[src/hw/rtl/positional_list_buffer_unit_assert.svh]
// Assertion macros for the positional list buffer.
// Expects clk and rst_n in scope at the place of use.
`ifndef POSITIONAL_LIST_BUFFER_UNIT_ASSERT_SVH
`define POSITIONAL_LIST_BUFFER_UNIT_ASSERT_SVH
`ifndef SYNTHESIS
`define PLBU_ASSERT(label, prop) \
    label: assert property (@(posedge clk) disable iff (!rst_n) prop) \
        else $error("plbu assertion failed");
`define PLBU_ASSERT_NEXT(label, ante, cons) \
    label: assert property (@(posedge clk) disable iff (!rst_n) (ante) |=> (cons)) \
        else $error("plbu assertion failed");
`else
`define PLBU_ASSERT(label, prop)
`define PLBU_ASSERT_NEXT(label, ante, cons)
`endif
`endif

[src/hw/rtl/plbu_pkg.sv]
// Shared types and constants for the positional list buffer.
// No dependencies.
`timescale 1ns / 1ps

package plbu_pkg;

    localparam int CAPACITY_DEF = 16;
    // index field sized for the largest supported capacity (256)
    localparam int IDX_MAX_W    = 8;
    localparam int DATA_W       = 32;

    typedef enum logic [2:0] {
        REQ_INS_FIRST = 3'd0,
        REQ_INS_LAST  = 3'd1,
        REQ_INS_AT    = 3'd2,
        REQ_DEL_FIRST = 3'd3,
        REQ_DEL_LAST  = 3'd4,
        REQ_DEL_AT    = 3'd5,
        REQ_READ      = 3'd6
    } req_t;

    typedef enum logic [1:0] {
        ST_OK     = 2'd0,
        ST_BADPOS = 2'd1,
        ST_FULL   = 2'd2,
        ST_EMPTY  = 2'd3
    } status_t;

    // broadcast to every cell of the chain
    typedef struct packed {
        logic                 ins_en;
        logic                 del_en;
        logic                 rd_en;
        logic [IDX_MAX_W-1:0] idx;
        logic [DATA_W-1:0]    value;
    } plbu_cmd_t;

endpackage

[src/hw/rtl/plbu_cell.sv]
// One storage cell of the list chain: holds one entry, shifts from a neighbour.
// Depends on plbu_pkg.
`timescale 1ns / 1ps

module plbu_cell #(
    parameter int CELL_IDX = 0
) (
    input  logic                           clk,
    input  plbu_pkg::plbu_cmd_t            cmd,
    input  logic [plbu_pkg::DATA_W-1:0]    left,
    input  logic [plbu_pkg::DATA_W-1:0]    right,
    output logic [plbu_pkg::DATA_W-1:0]    entry,
    output logic [plbu_pkg::DATA_W-1:0]    rd_data
);
    import plbu_pkg::*;

    localparam logic [IDX_MAX_W-1:0] MY_IDX = IDX_MAX_W'(CELL_IDX);

    logic [DATA_W-1:0] entry_reg;
    logic [DATA_W-1:0] entry_next;

    always_comb
    begin
        entry_next = entry_reg;
        if (cmd.ins_en)
        begin
            if (cmd.idx == MY_IDX)
                entry_next = cmd.value;
            else if (MY_IDX > cmd.idx)
                entry_next = left;
        end
        else if (cmd.del_en && (MY_IDX >= cmd.idx))
        begin
            // close the gap: take the right neighbour
            entry_next = right;
        end
    end

    always_ff @(posedge clk)
    begin
        entry_reg <= entry_next;
    end

    assign entry   = entry_reg;
    assign rd_data = (cmd.rd_en && (cmd.idx == MY_IDX)) ? entry_reg : '0;

endmodule

[src/hw/rtl/plbu_ctrl.sv]
// Request decode, count register and result register of the list buffer.
// Depends on plbu_pkg and positional_list_buffer_unit_assert.svh.
`timescale 1ns / 1ps
`include "positional_list_buffer_unit_assert.svh"

module plbu_ctrl #(
    parameter int CAPACITY = plbu_pkg::CAPACITY_DEF
) (
    input  logic                           clk,
    input  logic                           rst_n,
    input  logic                           req_valid,
    output logic                           req_stall,
    input  logic [2:0]                     req_type,
    input  logic [plbu_pkg::DATA_W-1:0]    value,
    input  logic [4:0]                     position,
    output logic                           rsp_valid,
    input  logic                           rsp_stall,
    output logic [1:0]                     status,
    output logic [plbu_pkg::DATA_W-1:0]    read_value,
    output logic [4:0]                     count,
    input  logic [plbu_pkg::DATA_W-1:0]    rd_or,
    output plbu_pkg::plbu_cmd_t            cmd
);
    import plbu_pkg::*;

    localparam int CNT_W = $clog2(CAPACITY + 1);
    localparam int CMP_W = ((CNT_W > 5) ? CNT_W : 5) + 1;

    logic              out_valid_reg;
    logic              out_valid_next;
    status_t           status_reg;
    status_t           status_next;
    logic [DATA_W-1:0] rd_value_reg;
    logic [CNT_W-1:0]  count_reg;
    logic [CNT_W-1:0]  count_next;
    logic              accept;
    logic              full;
    logic              empty;
    logic [CMP_W-1:0]  cnt_w;
    logic [CMP_W-1:0]  pos_w;
    logic [CMP_W-1:0]  idx_full;
    logic              ins_en;
    logic              del_en;
    logic              rd_en;
    req_t              req;

    assign req_stall = out_valid_reg && rsp_stall;
    assign accept    = req_valid && !req_stall;
    assign full      = (count_reg == CNT_W'(CAPACITY));
    assign empty     = (count_reg == '0);
    assign cnt_w     = CMP_W'(count_reg);
    assign pos_w     = CMP_W'(position);
    assign req       = req_t'(req_type);

    always_comb
    begin
        status_next = ST_OK;
        ins_en      = 1'b0;
        del_en      = 1'b0;
        rd_en       = 1'b0;
        idx_full    = '0;
        count_next  = count_reg;
        case (req)
            REQ_INS_FIRST, REQ_INS_LAST, REQ_INS_AT:
            begin
                if (full)
                    status_next = ST_FULL;
                else if (req == REQ_INS_FIRST)
                    ins_en = 1'b1;
                else if (req == REQ_INS_LAST)
                begin
                    ins_en   = 1'b1;
                    idx_full = cnt_w;
                end
                else if ((pos_w == '0) || (pos_w > cnt_w + CMP_W'(1)))
                    status_next = ST_BADPOS;
                else
                begin
                    ins_en   = 1'b1;
                    idx_full = pos_w - CMP_W'(1);
                end
                if (ins_en)
                    count_next = count_reg + CNT_W'(1);
            end
            REQ_DEL_FIRST, REQ_DEL_LAST, REQ_DEL_AT:
            begin
                if (empty)
                    status_next = ST_EMPTY;
                else if (req == REQ_DEL_FIRST)
                    del_en = 1'b1;
                else if (req == REQ_DEL_LAST)
                begin
                    del_en   = 1'b1;
                    idx_full = cnt_w - CMP_W'(1);
                end
                else if ((pos_w == '0) || (pos_w > cnt_w))
                    status_next = ST_BADPOS;
                else
                begin
                    del_en   = 1'b1;
                    idx_full = pos_w - CMP_W'(1);
                end
                if (del_en)
                    count_next = count_reg - CNT_W'(1);
            end
            REQ_READ:
            begin
                if ((pos_w == '0) || (pos_w > cnt_w))
                    status_next = ST_BADPOS;
                else
                begin
                    rd_en    = 1'b1;
                    idx_full = pos_w - CMP_W'(1);
                end
            end
            default:
            begin
                status_next = ST_OK;
            end
        endcase
    end

    // drive the cells only for an accepted item
    always_comb
    begin
        cmd.ins_en = accept && ins_en;
        cmd.del_en = accept && del_en;
        cmd.rd_en  = accept && rd_en;
        cmd.idx    = IDX_MAX_W'(idx_full);
        cmd.value  = value;
    end

    always_comb
    begin
        if (accept)
            out_valid_next = 1'b1;
        else if (rsp_stall)
            out_valid_next = out_valid_reg;
        else
            out_valid_next = 1'b0;
    end

    always_ff @(posedge clk or negedge rst_n)
    begin
        if (!rst_n)
        begin
            out_valid_reg <= 1'b0;
            count_reg     <= '0;
        end
        else
        begin
            out_valid_reg <= out_valid_next;
            if (accept)
                count_reg <= count_next;
        end
    end

    always_ff @(posedge clk)
    begin
        if (accept)
        begin
            status_reg   <= status_next;
            rd_value_reg <= rd_or;
        end
    end

    assign rsp_valid  = out_valid_reg;
    assign status     = status_reg;
    assign read_value = rd_value_reg;
    assign count      = 5'(count_reg);

    `PLBU_ASSERT(a_cnt_cap, count_reg <= CNT_W'(CAPACITY))
    `PLBU_ASSERT(a_full_cnt, (out_valid_reg && status_reg == ST_FULL) |-> full)
    `PLBU_ASSERT(a_empty_cnt, (out_valid_reg && status_reg == ST_EMPTY) |-> empty)
    `PLBU_ASSERT_NEXT(a_read_keeps_cnt, accept && req == REQ_READ, $stable(count_reg))

endmodule

[src/hw/rtl/positional_list_buffer_unit.sv]
// Positional list buffer: ordered list held in a chain of shifting cells.
// One request in on req_*, one result out on rsp_*; every request gives a result.
// Latency: a result is valid the cycle after its request is accepted.
// Throughput: one request per cycle while req_stall is low; each cell picks
// hold, load, or shift from a neighbour from its own index compare, so all
// cells of a whole insert or delete update together.
// Stall: req_stall rises only while a result waits and rsp_stall is high;
// a result taken in the same cycle frees the output register for the next item.
// read_value is the entry for a successful read, zero otherwise; count is the
// number of entries held after the request.
// Reset: the list is empty and no result is pending. Entry storage is not
// cleared; only entries below the count are ever read.
// Depends on plbu_pkg, plbu_cell and plbu_ctrl.
`timescale 1ns / 1ps

module positional_list_buffer_unit #(
    parameter int CAPACITY = plbu_pkg::CAPACITY_DEF
) (
    input  logic                           clk,
    input  logic                           rst_n,
    input  logic                           req_valid,
    output logic                           req_stall,
    input  logic [2:0]                     req_type,
    input  logic [plbu_pkg::DATA_W-1:0]    value,
    input  logic [4:0]                     position,
    output logic                           rsp_valid,
    input  logic                           rsp_stall,
    output logic [1:0]                     status,
    output logic [plbu_pkg::DATA_W-1:0]    read_value,
    output logic [4:0]                     count
);
    import plbu_pkg::*;

    plbu_cmd_t         cmd;
    logic [DATA_W-1:0] entry   [CAPACITY];
    logic [DATA_W-1:0] rd_data [CAPACITY];
    logic [DATA_W-1:0] rd_or;

    plbu_ctrl #(
        .CAPACITY (CAPACITY)
    ) u_ctrl (
        .clk        (clk),
        .rst_n      (rst_n),
        .req_valid  (req_valid),
        .req_stall  (req_stall),
        .req_type   (req_type),
        .value      (value),
        .position   (position),
        .rsp_valid  (rsp_valid),
        .rsp_stall  (rsp_stall),
        .status     (status),
        .read_value (read_value),
        .count      (count),
        .rd_or      (rd_or),
        .cmd        (cmd)
    );

    for (genvar i = 0; i < CAPACITY; i++)
    begin : g_cell
        logic [DATA_W-1:0] left;
        logic [DATA_W-1:0] right;

        if (i == 0)
        begin : g_first
            assign left = '0;
        end
        else
        begin : g_mid_l
            assign left = entry[i-1];
        end

        if (i == CAPACITY - 1)
        begin : g_last
            assign right = '0;
        end
        else
        begin : g_mid_r
            assign right = entry[i+1];
        end

        plbu_cell #(
            .CELL_IDX (i)
        ) u_cell (
            .clk     (clk),
            .cmd     (cmd),
            .left    (left),
            .right   (right),
            .entry   (entry[i]),
            .rd_data (rd_data[i])
        );
    end

    // at most one cell drives a non-zero read value
    always_comb
    begin
        rd_or = '0;
        for (int k = 0; k < CAPACITY; k++)
            rd_or = rd_or | rd_data[k];
    end

endmodule
[config.mk]
export PLATFORM = sky130hd
export DESIGN_NAME = positional_list_buffer_unit
export DESIGN_NICKNAME = d
export VERILOG_FILES = /design/src/hw/rtl/plbu_pkg.sv /design/src/hw/rtl/plbu_cell.sv /design/src/hw/rtl/plbu_ctrl.sv /design/src/hw/rtl/positional_list_buffer_unit.sv
export VERILOG_INCLUDE_DIRS = /design/src /design/src/hw/rtl
export SDC_FILE = /design/constraint.sdc
export NUM_CORES = 2
export LEC_CHECK = 0
export BUFFER_PORTS_ARGS = -buffer_cell sky130_fd_sc_hd__buf_2
export CAP_MARGIN = 20
export CELL_PAD_IN_SITES_DETAIL_PLACEMENT = 0
export CELL_PAD_IN_SITES_GLOBAL_PLACEMENT = 1
export CORE_ASPECT_RATIO = 1.2
export CORE_MARGIN = 4
export CORE_UTILIZATION = 54
export DETAILED_ROUTE_END_ITERATION = 12
export GPL_TIMING_DRIVEN = 0
export PLACE_DENSITY = 0.89
export SLEW_MARGIN = 20
export SYNTH_ARGS = -nofsm -noshare
export SYNTH_HDL_FRONTEND = slang
export SYNTH_HIERARCHICAL = 1
export SYNTH_SLANG_ARGS = --single-unit
[constraint.sdc]
create_clock -name clk -period 12.8 [get_ports clk]
set_input_delay 1.28 -clock clk [delete_from_list [all_inputs] [get_ports clk]]
set_output_delay 1.28 -clock clk [all_outputs]
set_load 0.05 [all_outputs]
==> results.json <==
{
  "outcome": "finished clean",
  "cts_buffers": 60,
  "dr_wl_met3_um": 10900,
  "numPortBuffers": 51,
  "post-route-cell-area_um2": 40700,
  "gp_congestion": 0.935,
  "synthAdderAreaFrac_pct": 0.607,
  "avgViaCountPerCell": 6.60,
  "path_max_fanout": 10,
  "die_h_um": 292,
  "fin_nets": 4278,
  "peakVddDrop_v": 0.000117,
  "swShare_pct": 35.9,
  "synth.mux.area_fraction_pct": 1.01,
  "synth-compound-area-share_pct": 17.0,
  "setup_viol": 0,
  "seqPwrFrac_pct": 38.9,
  "post_cts_resized": 0,
  "initial_core_util_pct": 54.8,
  "internal_power_w": 0.00368,
  "largest_register_ffs": 512,
  "combPwrFrac_pct": 30.7,
  "rr_worst_depth": 21,
  "final-hold-violation-count": 0,
  "vias": 34100,
  "p_leak_nw": 15.2,
  "ios": 85,
  "synth_edf_count": 546,
  "ys_ff_latch": 552,
  "rrSetupSlack_ps": 6620,
  "cp.required_ps": 13060,
  "worst_pin_slew_ps": 1100,
  "slew_viol_final": 0,
  "grt_pass1_vias": 32900,
  "async_flop_share_pct": 1.09,
  "fin_util_pct": 61.5,
  "fp-row-count": 103,
  "relSlewSlack_pct": 26.0,
  "postCtsSetupRepairBufs": 0,
  "top_layer_used": "met5",
  "drive_above_1_share_pct": 10.7,
  "cts_root_buffer": "clkbuf_16",
  "path_class": "flop to flop",
  "synth_top_family_by_area": "simple AND/OR/NAND/NOR gates",
  "cts_hold_buf": 0,
  "synth_top_area_cell": "edfxtp_1",
  "syn2layout_area_growth_pct": 12.1,
  "drt_iter0_markers": 4020,
  "period_minus_slack_ps": 6180,
  "yosys.area_share.xor_xnor_pct": 0.241,
  "syn_area_um2": 36300,
  "antenna_left": 0,
  "yosys-top-cells-count": "edfxtp_1, nor2_1, a31oi_1",
  "ys_warn_count": 6,
  "synth_area_per_cell_um2": 9.08,
  "place_area_um2": 38800,
  "p_per_area_nw_per_um2": 141,
  "pwr-share-clk_pct": 30.4,
  "finClkSkew_ps": 26.2,
  "synthTopCellsByArea": "edfxtp_1, a31oi_1, and3_1",
  "routed_wl_um": 130000,
  "grt_start_max_net_pins": 49,
  "drc": 0,
  "timing.final.crit_share_pct": 48.3,
  "finalSetupTns_ps": 0,
  "synth.distinct_cells": 81,
  "drt_pass1_iterations": 6,
  "h-tree-depth": 2,
  "dp_hpwl_um": 104000,
  "hp-class": "input port to asynchronous set/reset pin",
  "die-area_um2": 71500,
  "grt_use_total_pct": 34.9,
  "wl_met2_um": 63600,
  "wire_per_inst_um": 25.1,
  "die_w_um": 245,
  "rr_endpoint": "u_ctrl/read_value[28]",
  "synth_seq_area_share_pct": 45.6,
  "clk_path_buf_depth": 3,
  "max_freq_mhz": 162,
  "reg2reg_from": "u_ctrl/count[0]",
  "grt_pass1_wl_um": 195000,
  "wirelength_met1_um": 47700,
  "synthMostInstantiatedCell": "edfxtp_1",
  "p_switching_w": 0.00206,
  "drv_cap": 0,
  "hold_slack_ps": 472,
  "syn_inst": 3998,
  "core_region_area_um2": 66200,
  "rsz0062_at_grt": "false",
  "yosys.area_share.simple_pct": 28.4,
  "clk_pin_slew_ps": 60,
  "grt.overflow.total": 0,
  "clk_latency_ps": 650,
  "clock_sinks": 552,
  "cts_tree": "built",
  "cp_data_arrival_time_ps": 6440,
  "yosysTopAreaCellShare_pct": 45.2,
  "antenna_found_initial": 5,
  "start_kind": "flop",
  "endpoint_kind": "flop",
  "synth_flop_cell": "edfxtp_1"
}
==> cell type report <==
class	count	area, um2
flip-flops and latches	552	16500
diodes	1	2.50
clock buffers	77	1630
fillers	6047	25500
repair buffers	93	881
inverters	11	46.3
plain buffers	461	2530
multi-input cells	3038	17700
clock inverters	34	294
well taps	892	1120
==> cell usage in the layout (no fill, tap or decap), types with 9 or more instances in the layout <==
master,instances
xnor2_1,9
buf_16,12
nor2_4,10
nand3_1,390
nand2_1,15
ha_1,16
or4_1,9
nor2_8,10
nor4_1,129
nand4_1,66
conb_1,66
o21ai_0,428
nor2_1,497
mux2i_1,34
clkinv_2,11
clkbuf_1,285
clkbuf_16,62
buf_6,73
a21oi_1,71
nand4b_1,69
a31oi_1,481
nor4_2,14
and2_1,35
buf_2,120
edfxtp_1,546
nor2b_1,34
buf_4,60
and3_1,478
clkinv_1,15
o21ai_1,74
==> how the worst max path moves through the flow <==
stage	from	to	cells past startpoint
after floorplan	position[4]	g_cell[13].u_cell/entry[0]	11
after global placement	position[4]	g_cell[13].u_cell/entry[19]	9
after detailed placement	position[4]	u_ctrl/read_value[30]	18
after CTS	u_ctrl/count[0]	u_ctrl/read_value[30]	21
after global routing	u_ctrl/count[0]	u_ctrl/read_value[25]	21
final	u_ctrl/count[0]	u_ctrl/read_value[28]	21
==> metrics by stage <==
step                      total power (W)  std cells  setup slack (ps)
after floorplan                   0.00341       4062              5670
after global placement            0.00387       5005              3020
after detailed placement          0.00399       5047              6570
after CTS                         0.00573       5158              6810
after global routing              0.00598       5159              6290
final                             0.00574       5159              6620
==> layer usage <==
metal	GRT usage (%)	vias up
met5	0	-
met4	17.1	4
met3	4.04	295
met2	60.7	1654
met1	43.2	16300
li1	-	15800
==> kinds of logic after synthesis <==
| logic type | after synthesis |
|---|---|
| mux | 36 |
| flops | 552 |
| other cells | 2 |
| simple gates | 1823 |
| compound gates | 1086 |
| buf+inv | 472 |
| xor+xnor | 10 |
| fa+ha+maj | 17 |
==> power groups by stage <==
stage	clock (W)	sequential [W]	combinational [W]
6_report	0.00175	0.00223	0.00176
5_1_grt	0.00184	0.00224	0.00189
4_1_cts	0.00177	0.00223	0.00173
3_5_place_dp	0	0.00227	0.00173
3_3_place_gp	0	0.00228	0.00160
2_1_floorplan	0	0.00229	0.00112
==> critical path, cell delays in order, from the launching register on <==
cell      delay (ps)
dfrtp_1          480
buf_4            230
inv_1             90
ha_1             350
inv_1             60
ha_1             280
nor2b_1          130
o21bai_1         200
a31oi_4          190
nor3_2           280
nand4b_1         130
o211ai_1         360
buf_4            290
buf_4            200
buf_4            200
buf_4            200
or3_1            180
nor3_1           160
clkbuf_1         240
and2_1           210
nor4_1           930
nand4_1          400
(Power assumes the default switching activity.)
